[src/sv/spmf_pkg.sv]
// Shared constants, result codes and control types for the strict-priority multi-level FIFO.
package spmf_pkg;

    localparam int LEVELS = 3;
    localparam int DEPTH  = 16;

    localparam int VALUE_W = 32;
    localparam int PRIO_W  = 4;
    localparam int STAT_W  = 3;

    localparam int CNT_W   = $clog2(DEPTH + 1);
    localparam int PTR_W   = $clog2(DEPTH);
    localparam int SUM_W   = PTR_W + 1;
    localparam int ENTRIES = LEVELS * DEPTH;
    localparam int ADDR_W  = $clog2(ENTRIES);

    localparam logic [STAT_W-1:0] STATUS_ENQUEUED  = 3'd0;
    localparam logic [STAT_W-1:0] STATUS_DEQUEUED  = 3'd1;
    localparam logic [STAT_W-1:0] STATUS_BAD_PRIO  = 3'd2;
    localparam logic [STAT_W-1:0] STATUS_FULL      = 3'd3;
    localparam logic [STAT_W-1:0] STATUS_EMPTY     = 3'd4;

    localparam logic KIND_ENQUEUE = 1'b0;
    localparam logic KIND_DEQUEUE = 1'b1;

    // Commands from the controller to the datapath.
    typedef struct packed {
        logic load;
        logic mem_write;
        logic mem_read;
    } spmf_cmd_t;

    // Decisions the datapath takes from the request on offer.
    typedef struct packed {
        logic enq_write;
        logic deq_hit;
    } spmf_stat_t;

endpackage

[src/sv/spmf_if.sv]
// Request and response channel interfaces of the strict-priority multi-level FIFO.
interface spmf_req_if;
    logic                                valid;
    logic                                ready;
    logic                                kind;
    logic signed [spmf_pkg::VALUE_W-1:0] item_value;
    logic        [spmf_pkg::PRIO_W-1:0]  item_priority;

    modport source (output valid, output kind, output item_value, output item_priority,
                    input ready);
    modport sink   (input valid, input kind, input item_value, input item_priority,
                    output ready);
endinterface

interface spmf_rsp_if;
    logic                                valid;
    logic                                ready;
    logic        [spmf_pkg::STAT_W-1:0]  status;
    logic signed [spmf_pkg::VALUE_W-1:0] out_value;
    logic        [spmf_pkg::PRIO_W-1:0]  out_priority;

    modport source (output valid, output status, output out_value, output out_priority,
                    input ready);
    modport sink   (input valid, input status, input out_value, input out_priority,
                    output ready);
endinterface

[src/sv/spmf_ctrl.sv]
// Controller state machine: takes one request, holds its response until it is taken.
module spmf_ctrl (
    input  logic                 clk,
    input  logic                 rst_n,
    input  logic                 req_valid,
    output logic                 req_ready,
    output logic                 rsp_valid,
    input  logic                 rsp_ready,
    input  spmf_pkg::spmf_stat_t stat,
    output spmf_pkg::spmf_cmd_t  cmd
);

    localparam logic ST_IDLE = 1'b0;
    localparam logic ST_HOLD = 1'b1;

    logic state_reg;
    logic state_next;

    always_comb
    begin
        state_next = state_reg;
        unique case (state_reg)
            ST_IDLE:
            begin
                if (req_valid)
                begin
                    state_next = ST_HOLD;
                end
            end
            ST_HOLD:
            begin
                if (rsp_ready)
                begin
                    state_next = ST_IDLE;
                end
            end
            default:
            begin
                state_next = ST_IDLE;
            end
        endcase
    end

    always_ff @(posedge clk or negedge rst_n)
    begin
        if (!rst_n)
        begin
            state_reg <= ST_IDLE;
        end
        else
        begin
            state_reg <= state_next;
        end
    end

    assign req_ready     = (state_reg == ST_IDLE);
    assign rsp_valid     = (state_reg == ST_HOLD);
    assign cmd.load      = req_valid && req_ready;
    assign cmd.mem_write = cmd.load && stat.enq_write;
    assign cmd.mem_read  = cmd.load && stat.deq_hit;

endmodule

[src/sv/spmf_dp.sv]
// Datapath: per-level counts and heads, the shared entry store and the response register.
module spmf_dp (
    input  logic                                clk,
    input  logic                                rst_n,
    input  spmf_pkg::spmf_cmd_t                 cmd,
    output spmf_pkg::spmf_stat_t                stat,
    input  logic                                kind,
    input  logic signed [spmf_pkg::VALUE_W-1:0] item_value,
    input  logic        [spmf_pkg::PRIO_W-1:0]  item_priority,
    output logic        [spmf_pkg::STAT_W-1:0]  status,
    output logic signed [spmf_pkg::VALUE_W-1:0] out_value,
    output logic        [spmf_pkg::PRIO_W-1:0]  out_priority
);

    logic [spmf_pkg::CNT_W-1:0]   count_reg [spmf_pkg::LEVELS];
    logic [spmf_pkg::CNT_W-1:0]   count_next [spmf_pkg::LEVELS];
    logic [spmf_pkg::PTR_W-1:0]   head_reg [spmf_pkg::LEVELS];
    logic [spmf_pkg::PTR_W-1:0]   head_next [spmf_pkg::LEVELS];
    logic [spmf_pkg::VALUE_W-1:0] mem [spmf_pkg::ENTRIES];
    logic [spmf_pkg::VALUE_W-1:0] rd_data_reg;
    logic [spmf_pkg::STAT_W-1:0]  status_reg;
    logic [spmf_pkg::STAT_W-1:0]  status_next;
    logic [spmf_pkg::PRIO_W-1:0]  prio_reg;
    logic [spmf_pkg::PRIO_W-1:0]  prio_next;

    logic [spmf_pkg::PRIO_W-1:0]  enq_lv;
    logic                         prio_ok;
    logic [spmf_pkg::LEVELS-1:0]  enq_sel;
    logic [spmf_pkg::LEVELS-1:0]  deq_sel;
    logic                         any_found;
    logic                         enq_full;
    logic [spmf_pkg::ADDR_W-1:0]  enq_addr;
    logic [spmf_pkg::ADDR_W-1:0]  deq_addr;
    logic [spmf_pkg::PRIO_W-1:0]  deq_prio;
    logic [spmf_pkg::SUM_W-1:0]   tail_sum;
    logic [spmf_pkg::PTR_W-1:0]   tail_slot;
    logic [spmf_pkg::SUM_W-1:0]   head_sum;

    // Lane decode: one-hot selects for the enqueue level and for the most urgent
    // non-empty level, then OR-reduced addresses so no array is read at a signal index.
    always_comb
    begin
        enq_lv    = item_priority - spmf_pkg::PRIO_W'(1);
        prio_ok   = (item_priority != '0) &&
                    (item_priority <= spmf_pkg::PRIO_W'(spmf_pkg::LEVELS));
        any_found = 1'b0;
        enq_full  = 1'b0;
        enq_addr  = '0;
        deq_addr  = '0;
        deq_prio  = '0;
        tail_sum  = '0;
        tail_slot = '0;
        for (int l = 0; l < spmf_pkg::LEVELS; l++)
        begin
            enq_sel[l] = prio_ok && (enq_lv == spmf_pkg::PRIO_W'(l));
            deq_sel[l] = !any_found && (count_reg[l] != '0);
            any_found  = any_found || (count_reg[l] != '0);

            tail_sum   = spmf_pkg::SUM_W'(head_reg[l]) + spmf_pkg::SUM_W'(count_reg[l]);
            tail_slot  = (tail_sum >= spmf_pkg::SUM_W'(spmf_pkg::DEPTH)) ?
                         spmf_pkg::PTR_W'(tail_sum - spmf_pkg::SUM_W'(spmf_pkg::DEPTH)) :
                         spmf_pkg::PTR_W'(tail_sum);

            if (enq_sel[l])
            begin
                enq_full = (count_reg[l] == spmf_pkg::CNT_W'(spmf_pkg::DEPTH));
                enq_addr = spmf_pkg::ADDR_W'(l * spmf_pkg::DEPTH) +
                           spmf_pkg::ADDR_W'(tail_slot);
            end
            if (deq_sel[l])
            begin
                deq_addr = spmf_pkg::ADDR_W'(l * spmf_pkg::DEPTH) +
                           spmf_pkg::ADDR_W'(head_reg[l]);
                deq_prio = spmf_pkg::PRIO_W'(l + 1);
            end
        end
    end

    assign stat.enq_write = (kind == spmf_pkg::KIND_ENQUEUE) && prio_ok && !enq_full;
    assign stat.deq_hit   = (kind == spmf_pkg::KIND_DEQUEUE) && any_found;

    always_comb
    begin
        head_sum = '0;
        for (int l = 0; l < spmf_pkg::LEVELS; l++)
        begin
            count_next[l] = count_reg[l];
            head_next[l]  = head_reg[l];
            if (cmd.mem_write && enq_sel[l])
            begin
                count_next[l] = count_reg[l] + spmf_pkg::CNT_W'(1);
            end
            if (cmd.mem_read && deq_sel[l])
            begin
                head_sum      = spmf_pkg::SUM_W'(head_reg[l]) + spmf_pkg::SUM_W'(1);
                head_next[l]  = (head_sum >= spmf_pkg::SUM_W'(spmf_pkg::DEPTH)) ?
                                '0 : spmf_pkg::PTR_W'(head_sum);
                count_next[l] = count_reg[l] - spmf_pkg::CNT_W'(1);
            end
        end
    end

    always_comb
    begin
        status_next = status_reg;
        prio_next   = prio_reg;
        if (cmd.load)
        begin
            if (kind == spmf_pkg::KIND_ENQUEUE)
            begin
                if (!prio_ok)
                begin
                    status_next = spmf_pkg::STATUS_BAD_PRIO;
                    prio_next   = '0;
                end
                else if (enq_full)
                begin
                    status_next = spmf_pkg::STATUS_FULL;
                    prio_next   = item_priority;
                end
                else
                begin
                    status_next = spmf_pkg::STATUS_ENQUEUED;
                    prio_next   = item_priority;
                end
            end
            else if (any_found)
            begin
                status_next = spmf_pkg::STATUS_DEQUEUED;
                prio_next   = deq_prio;
            end
            else
            begin
                status_next = spmf_pkg::STATUS_EMPTY;
                prio_next   = '0;
            end
        end
    end

    always_ff @(posedge clk or negedge rst_n)
    begin
        if (!rst_n)
        begin
            for (int l = 0; l < spmf_pkg::LEVELS; l++)
            begin
                count_reg[l] <= '0;
                head_reg[l]  <= '0;
            end
        end
        else
        begin
            for (int l = 0; l < spmf_pkg::LEVELS; l++)
            begin
                count_reg[l] <= count_next[l];
                head_reg[l]  <= head_next[l];
            end
        end
    end

    always_ff @(posedge clk)
    begin
        status_reg <= status_next;
        prio_reg   <= prio_next;
    end

    // Entry store: one write port, one registered read port.
    always_ff @(posedge clk)
    begin
        if (cmd.mem_write)
        begin
            mem[enq_addr] <= $unsigned(item_value);
        end
        if (cmd.mem_read)
        begin
            rd_data_reg <= mem[deq_addr];
        end
    end

    assign status       = status_reg;
    assign out_priority = prio_reg;
    assign out_value    = (status_reg == spmf_pkg::STATUS_DEQUEUED) ?
                          $signed(rd_data_reg) : '0;

endmodule

[src/sv/strict_priority_multi_fifo.sv]
// Top level of the strict-priority multi-level FIFO.
// Usage:
//   req carries one request: kind 0 appends item_value to level item_priority
//   (1 is the most urgent), kind 1 removes the oldest value of the most urgent
//   non-empty level. rsp returns exactly one response per request with a status
//   (enqueued, dequeued, invalid priority, level full, all empty), the value
//   on a dequeue and the level concerned.
// Handshake:
//   A request is taken while the block is idle; its response is presented on
//   the cycle after acceptance. req.ready returns the cycle after the response
//   is taken, so no new request is taken until the last response is gone. This
//   is set by the registered read port of the shared entry store and the
//   response registers of the datapath, which hold until the response is taken.
// Reset:
//   rst_n clears every level count and head pointer, so all levels read empty;
//   stored entries are not cleared and need no clearing pass.
// Stalls:
//   While rsp.ready is low the response holds steady and no new request is taken.
module strict_priority_multi_fifo (
    input  logic       clk,
    input  logic       rst_n,
    spmf_req_if.sink   req,
    spmf_rsp_if.source rsp
);

    spmf_pkg::spmf_cmd_t  cmd;
    spmf_pkg::spmf_stat_t stat;

    spmf_ctrl u_ctrl (
        .clk       (clk),
        .rst_n     (rst_n),
        .req_valid (req.valid),
        .req_ready (req.ready),
        .rsp_valid (rsp.valid),
        .rsp_ready (rsp.ready),
        .stat      (stat),
        .cmd       (cmd)
    );

    spmf_dp u_dp (
        .clk           (clk),
        .rst_n         (rst_n),
        .cmd           (cmd),
        .stat          (stat),
        .kind          (req.kind),
        .item_value    (req.item_value),
        .item_priority (req.item_priority),
        .status        (rsp.status),
        .out_value     (rsp.out_value),
        .out_priority  (rsp.out_priority)
    );

`ifndef SYNTHESIS
    // A request is never taken while a response is still outstanding.
    a_one_in_flight: assert property (@(posedge clk) disable iff (!rst_n)
        !(req.ready && rsp.valid))
        else $error("request taken while a response is outstanding");

    // Every accepted request yields a response on the next cycle.
    a_resp_follows: assert property (@(posedge clk) disable iff (!rst_n)
        (req.valid && req.ready) |=> rsp.valid)
        else $error("no response after an accepted request");

    // Only a dequeue hit carries a value.
    a_value_zero: assert property (@(posedge clk) disable iff (!rst_n)
        (rsp.valid && (rsp.status != spmf_pkg::STATUS_DEQUEUED)) |-> (rsp.out_value == '0))
        else $error("value present on a response that is not a dequeue");

    // An empty or invalid-priority response names no level.
    a_prio_zero: assert property (@(posedge clk) disable iff (!rst_n)
        (rsp.valid && ((rsp.status == spmf_pkg::STATUS_EMPTY) ||
                       (rsp.status == spmf_pkg::STATUS_BAD_PRIO)))
        |-> (rsp.out_priority == '0))
        else $error("level reported on an empty or invalid response");
`endif

endmodule

[src/flat_wrapper.sv]
// flat-port wrapper written by rule: the top's interface ports become plain ports
module strict_priority_multi_fifo_flat 
  (clk, rst_n, req_valid, req_kind, req_item_value, req_item_priority, req_ready, rsp_valid, rsp_status, rsp_out_value, rsp_out_priority, rsp_ready);
  spmf_req_if req_i ();
  spmf_rsp_if rsp_i ();
  input  logic clk;
  input  logic rst_n;
  input wire logic [$bits(req_i.valid)-1:0] req_valid;
  input wire logic [$bits(req_i.kind)-1:0] req_kind;
  input wire logic [$bits(req_i.item_value)-1:0] req_item_value;
  input wire logic [$bits(req_i.item_priority)-1:0] req_item_priority;
  output wire logic [$bits(req_i.ready)-1:0] req_ready;
  output wire logic [$bits(rsp_i.valid)-1:0] rsp_valid;
  output wire logic [$bits(rsp_i.status)-1:0] rsp_status;
  output wire logic [$bits(rsp_i.out_value)-1:0] rsp_out_value;
  output wire logic [$bits(rsp_i.out_priority)-1:0] rsp_out_priority;
  input wire logic [$bits(rsp_i.ready)-1:0] rsp_ready;
  assign req_i.valid = req_valid;
  assign req_i.kind = req_kind;
  assign req_i.item_value = req_item_value;
  assign req_i.item_priority = req_item_priority;
  assign req_ready = req_i.ready;
  assign rsp_valid = rsp_i.valid;
  assign rsp_status = rsp_i.status;
  assign rsp_out_value = rsp_i.out_value;
  assign rsp_out_priority = rsp_i.out_priority;
  assign rsp_i.ready = rsp_ready;
  strict_priority_multi_fifo u_core (.clk(clk), .rst_n(rst_n), .req(req_i), .rsp(rsp_i));
endmodule
[config.mk]
export PLATFORM = sky130hd
export DESIGN_NAME = strict_priority_multi_fifo_flat
export DESIGN_NICKNAME = d
export VERILOG_FILES = /design/src/sv/spmf_pkg.sv /design/src/sv/spmf_if.sv /design/src/sv/spmf_ctrl.sv /design/src/sv/spmf_dp.sv /design/src/sv/strict_priority_multi_fifo.sv /design/src/flat_wrapper.sv
export SDC_FILE = /design/constraint.sdc
export NUM_CORES = 2
export LEC_CHECK = 0
export ABC_AREA = 1
export BUFFER_PORTS_ARGS = -buffer_cell sky130_fd_sc_hd__buf_4
export CAP_MARGIN = 20
export CORE_ASPECT_RATIO = 0.6
export CORE_UTILIZATION = 35
export DETAILED_ROUTE_END_ITERATION = 10
export PLACE_DENSITY = 0.57
export SLEW_MARGIN = 20
export SYNTH_ARGS = -nofsm -noshare
export SYNTH_HDL_FRONTEND = slang
export SYNTH_SLANG_ARGS = --single-unit
[constraint.sdc]
create_clock -name clk -period 3.9 [get_ports clk]
set_input_delay 0.585 -clock clk [delete_from_list [all_inputs] [get_ports clk]]
set_output_delay 0.585 -clock clk [all_outputs]
set_load 0.03 [all_outputs]
Yosys cells after proc, flatten, opt, wreduce, memory -nomap -nowiden
Memory sizes are Yosys's and may differ from the RTL's. A register that Yosys moved wholly into a read port is not among the register bits.
Index checks and enable logic that the tools add are counted.
W data, S select, Z words.
{"block": "op_classes", "n_addsub": 20, "magnitude_cmp": 7, "eq_ne": 6, "n_mux": 37, "bitwise_logic": 2, "reduce_logical": 31}
{"operator": "$mux W4", "n": 12}
{"operator": "$mux W32", "n": 1}
{"operator": "$ge A5 B5 Y1 const B", "n": 6}
{"operator": "$mux W5", "n": 6}
{"operator": "$mux W6", "n": 4}
{"operator": "$logic_and A1 B1 Y1", "n": 18}
{"operator": "$sub A4 B1 Y4 const B", "n": 4}
{"operator": "$add A4 B1 Y5 const B", "n": 3}
{"operator": "$add A4 B5 Y5", "n": 3}
{"operator": "$add A5 B1 Y5 const B", "n": 3}
{"operator": "$eq A5 B5 Y1 const B", "n": 3}
{"operator": "$reduce_bool A5 Y1", "n": 3}
{"operator": "$sub A5 B1 Y5 const B", "n": 3}
{"operator": "$add A5 B4 Y6 const A", "n": 2}
{"operator": "$add A6 B4 Y6 const A", "n": 2}
{"operator": "$mux W1", "n": 8}
{"operator": "$mux W2", "n": 3}
{"operator": "$mux W3", "n": 2}
{"operator": "$reduce_bool A2 Y1", "n": 3}
{"operator": "$eq A4 B1 Y1 const B", "n": 1}
{"operator": "$eq A4 B2 Y1 const B", "n": 1}
{"operator": "$le A4 B2 Y1 const B", "n": 1}
{"operator": "$logic_not A4 Y1", "n": 1}
{"operator": "$reduce_bool A4 Y1", "n": 1}
{"operator": "other kinds (5)", "n": 9}
{"block": "word_totals", "register_bits": 35, "ram_bits": 1536, "inputBits": 41, "output_inout_bits": 41, "word_cells": 113, "mem_count": 1}
{"memory": "u_core.u_dp.mem", "depth": 48, "word_bits": 32, "rd": 1, "rd_clocked_by_memory_dff": 1, "write_ports": 1, "line_no": "spmf_dp.sv:19", "source": "logic [spmf_pkg::VALUE_W-1:0] mem [spmf_pkg::ENTRIES];"}

Longest topological paths before layout
{"block": "depth", "depth_word": 12, "mapped_depth": 20, "mapped_depth_nobuf": 20}

By module
From an unflattened synthesis, not the netlist that was laid out.
{"block": "unflattened", "hier_cells": 6059, "hier_area_um2": 69506.7}
{"module": "spmf_dp", "n_inst": 1, "cells_each": 6048, "area_per_inst_um2": 69441.6, "seq_area_each_um2": 47971.0}
{"module": "spmf_ctrl", "n_inst": 1, "cells_each": 11, "area_per_inst_um2": 65.1, "seq_area_each_um2": 25.0}

Worst setup path before layout
Ideal clock, no wire load.
{"block": "synth_path", "path_kind": "register -> register", "start": "register u_core.u_dp.count_reg[11] in the netlist's numbering", "end": "memory u_core.u_dp.mem[24][0] in the netlist's numbering (enable)", "setup_ns": 0.421, "t_arrival_ns": 3.276, "required_time_ns": 3.479, "path_slack_ns": 0.203, "path_stages_with_launch": 10, "path_buffers": 0, "period_less_slack_ns": 3.697, "cell_sequence": "dfrtp_1 -> ha_1 -> a21o_1 -> a21oi_1 -> inv_1 -> nand2_1 -> nand3_1 -> nand2_1 -> nand4_1 -> nor2_1"}
{"block": "synth_via", "elab_chain_cells": 9, "elab_cells_between_ends": 16, "cone_classes": "2 x add/sub; 1 x order compare; 1 x eq/ne; 9 x mux; 3 x reduce/logical"}
{"element": "start, declared", "line_no": "spmf_dp.sv:15", "source": "logic [spmf_pkg::CNT_W-1:0] count_reg [spmf_pkg::LEVELS];"}
{"element": "start signal, assigned by index", "line_no": "spmf_dp.sv:154", "source": "count_reg[l] <= count_next[l];"}
{"element": "parallel branches: the longest is 9 deep, another holds $add A4 B5 Y5"}
{"element": "end, declared", "line_no": "spmf_dp.sv:19"}
Parallel ways; which one is timed is not known.

Worst setup path in the final report
{"block": "layout_path", "start": "register u_core.u_dp.count_reg[3] in the netlist's numbering", "end": "register u_core.u_dp.rd_data_reg[4] in the netlist's numbering (read register of u_core.u_dp.mem), data pin"}
{"block": "layout_via", "elab_chain_cells": 4, "elab_cells_between_ends": 6, "cone_classes": "1 x mux; 5 x reduce/logical"}
{"element": "$reduce_bool A5 Y1 *", "line_no": "spmf_dp.sv:56, spmf_dp.sv:57"}
{"element": "$logic_or A1 B1 Y1", "line_no": "spmf_dp.sv:57", "source": "any_found = any_found || (count_reg[l] != '0);"}
{"element": "$logic_and A1 B1 Y1", "line_no": "spmf_dp.sv:80", "source": "assign stat.deq_hit = (kind == spmf_pkg::KIND_DEQUEUE) && any_found;"}
{"element": "$logic_and A1 B1 Y1", "line_no": "spmf_ctrl.sv:60", "source": "assign cmd.mem_read = cmd.load && stat.deq_hit;"}
{"element": "end, declared", "line_no": "spmf_dp.sv:20", "source": "logic [spmf_pkg::VALUE_W-1:0] rd_data_reg;"}
Every way passes the cells marked *; elsewhere a longest branch is shown, timed or not.
A chain may end at the register's enable or synchronous reset.

==> reports/summary.txt <==
outcome - finished, final reports clean
Post-Synth Adder-Cell Area - 0.375%
die area - 200000 sq um
Reg2Reg Depth - 14
Internal Power - 0.0343 W
Slew @ Worst Pin - 1.08 ns
# rows - 126
max reg flops - 1536
mean post-synth cell area - 11.4 sq um
part of the power in registers - 35.2%
CP Class - register to register
Worst Hold Class - primary input to register
via count - 46800
max_cap viols - 0
layout cell share with drive strength beyond 1 - 9.57%
reg-to-reg setup timing slack - 0.21 ns
CP startpoint kind - register
synthesis-to-layout area growth - 15.2%
Worst Hold Launch - req_kind
Rel. slew slack - 27.6%
Crit Path Max Fanout - 80
Final setup viols - 0
FMAX - 271 MHz
most common cell after layout, fill and taps aside - edfxtp_1
power density of the placed cells - 692 nW/um^2
FF+latch count, synth - 1603
Critical Path End Type - register
core box area - 197000 sq um
hold endpoint - u_core.u_dp.status[1]
Initial Utilization - 35.3%
Cell variety after synth - 38
clock sink count - 1603
gr usage total - 20.6%
Placed Area - 74900 sq um
fillers - 18500
GPL Wtd Cong - 0.828
met2 Track Usage GR - 29.5%
Multi-input gate area - 16600 sq um
commonest cells after routing, fill and taps aside - 1575 x edfxtp_1, 1274 x nand3_1, 914 x nand2_1
deepest clock path buffer count - 4
hold depth - 2
residual DRC count - 0
crit share post-route - 94.7%
First DRT Iteration DRCs - 5551
RSZ-0062 raised after global routing - false
reg-to-reg endpoint - u_core.u_dp.rd_data_reg[4]
Routed WL per cell - 23.5 microns
Switching Fraction - 38.0%
register area - 48000 sq um
combinational power share - 36.9%
CTS buffer count - 161
die width - 577 microns
initial antenna violation count - 9
clock share of power - 27.9%
number of nets with antenna violations after routing - 0
DR vias/cell - 5.25
vias in the first global route - 43700
Simple-Gate Fraction of Synth Area - 18.8%
peak supply drop - 0.653 mV
Congestion Overflow GR - 0
post-synthesis mux area share - 0%
setup TNS - 0 ns
Final nets - 6236
Tmin final - 3.69 ns
Synth Area in XOR/XNOR - 0.240%
CTS tree - built
First-pass DRT Iterations - 6
CTS root buf - clkbuf_16
synth warn - 0
P_sw - 0.0210 W
met1 GRT Util - 32.3%
Post-CTS Resized - 0
HPWL Detailed - 118000 microns
main combinational cell family by area after synthesis - simple AND/OR/NAND/NOR gates
post-synthesis compound-gate area fraction - 3.82%
largest net degree at the start of global routing - 139
Synth Instances - 6088
clock skew - 0.0295 ns
worst-skew pair later-pin latency - 0.82 ns
Fin. Hold Viols - 0
RR Startpoint - u_core.u_dp.count_reg[3]
Crit path required time - 4.43 ns
IO buf count - 81
WL final - 210000 microns
register area share after synthesis - 69.1%
Top Usage Layer GRT - met1
met3 usage - 3.64%
Finished Cell Area - 79900 sq um
Cell Area, Synth - 69400 sq um
Die Y - 347 microns
first-pass GRT wire length - 307000 microns
Pleak - 30.4 nW
htree depth - 4
Slew Limit Fails - 0
CTS clk-pin slew, worst paths - 0.06 ns
Ports - 82
crit path DAT - 4.22 ns
-- critical path: stages, from the launching register on --
cell     delay [ns]
dfrtp_1        0.43
nor2_1         0.24
nand3_1        0.24
nand3_2        0.33
nand3_4        0.23
nand2_4        0.32
buf_12         0.37
buf_4          0.39
nand2_1        0.09
nand3_1        0.08
nand3_1        0.10
nand3_1        0.13
nand3_1        0.08
nand3_1        0.19
nand2_1        0.11
-- Yosys cell counts --
cell / count / area share [%]
inv_2: 8 / 0.043
or3b_2: 1 / 0.013
nand2_1: 915 / 4.9
nand3_1: 1275 / 9.2
fa_1: 3 / 0.087
dfrtp_1: 28 / 1.0
o22ai_1: 3 / 0.027
ha_1: 16 / 0.29
nand3_2: 4 / 0.058
a21o_1: 1 / 0.011
buf_2: 243 / 1.8
a21oi_1: 42 / 0.30
buf_6: 2 / 0.032
buf_1: 18 / 0.097
a211oi_1: 1 / 0.011
o21ai_1: 64 / 0.46
nand3b_1: 320 / 3.5
o21ai_0: 122 / 0.88
buf_4: 14 / 0.15
inv_1: 913 / 4.9
nor2_2: 1 / 0.0090
xnor2_1: 7 / 0.088
xor2_1: 12 / 0.15
or2_1: 1 / 0.0090
nand2_2: 1 / 0.0090
or2_2: 2 / 0.018
nor2_4: 4 / 0.065
o211ai_1: 193 / 2.1
nor4_1: 2 / 0.018
clkbuf_1: 110 / 0.59
clkinv_2: 1 / 0.0072
o221ai_1: 1 / 0.013
nor2_1: 177 / 0.96
o21ai_2: 2 / 0.025
nand4_1: 4 / 0.036
conb_1: 1 / 0.0054
nor3_1: 1 / 0.0072
edfxtp_1: 1575 / 68
-- stage by stage --
step                worst slack (ns)  std cells  util [%]  total power, W  hold slack [ns]
CTS                            0.249       8912      40.6          0.0555           0.0610
global placement              0.0847       8635      38.0          0.0399            0.518
finish                         0.206       8913      40.6          0.0553            0.111
floorplan                      0.203       6089         -          0.0327            0.289
detailed placement             0.264       8635      38.0          0.0401            0.546
global route                 0.00402       8912      40.6          0.0581           0.0838
-- logic make-up (layout without fill, tap and decap cells) --
| kind of cell | Yosys count | count (layout) |
|---|---|---|
| buffers and inverters | 1309 | 1508 |
| and+or+nand+nor | 2708 | 2708 |
| AOI/OAI and AO/OA | 429 | 429 |
| DFF | 1603 | 1603 |
| adders and majority gates | 19 | 19 |
| other | 1 | 3 |
| xor gates and xnor gates | 19 | 19 |
-- repair_timing --
item,in CTS,in global routing
setup buffers,0,0
hold buffers,2,0
hold endpoints to repair,29,0
endpoints found under the setup margin,0,0
-- worst max path at each step --
| stage | startpoint | end | slack, ns | cells past startpoint |
|---|---|---|---|---|
| floorplan | u_core.u_dp.count_reg[11] | u_core.u_dp.mem[24][0] | 0.20 | 9 |
| global placement | req_item_priority[2] | u_core.u_dp.mem[0][1] | 0.08 | 15 |
| detailed placement | req_item_priority[2] | u_core.u_dp.mem[1][1] | 0.26 | 12 |
| CTS | u_core.u_dp.count_reg[3] | u_core.u_dp.rd_data_reg[22] | 0.25 | 14 |
| global route | u_core.u_dp.count_reg[3] | u_core.u_dp.rd_data_reg[22] | 0.004 | 14 |
| finish | u_core.u_dp.count_reg[3] | u_core.u_dp.rd_data_reg[4] | 0.21 | 14 |
-- power by group through the flow --
stage	Clock [W]	Combinational, W	Sequential, W
6_report	0.0154	0.0204	0.0195
3_3_place_gp	0	0.0201	0.0198
3_5_place_dp	0	0.0202	0.0198
2_1_floorplan	0	0.0129	0.0197
4_1_cts	0.0157	0.0203	0.0195
5_1_grt	0.0164	0.0222	0.0195
-- final cells by class --
type / instances / share of cell area [%]
sequential: 1603 / 60.0
inverter: 922 / 4.36
timing repair buffer: 311 / 4.43
antenna: 1 / 0.00313
clock inverter: 81 / 0.996
tap: 2624 / 4.11
clock buffer: 194 / 5.33
multi-input combinational: 3177 / 20.7
-- metal layers --
metal,vias up,part of all wire [%]
met2,2030,42
met5,-,0.041
met1,23300,47
li1,21200,-
met3,276,8.7
met4,12,1.8
(Power assumes the default switching activity.)
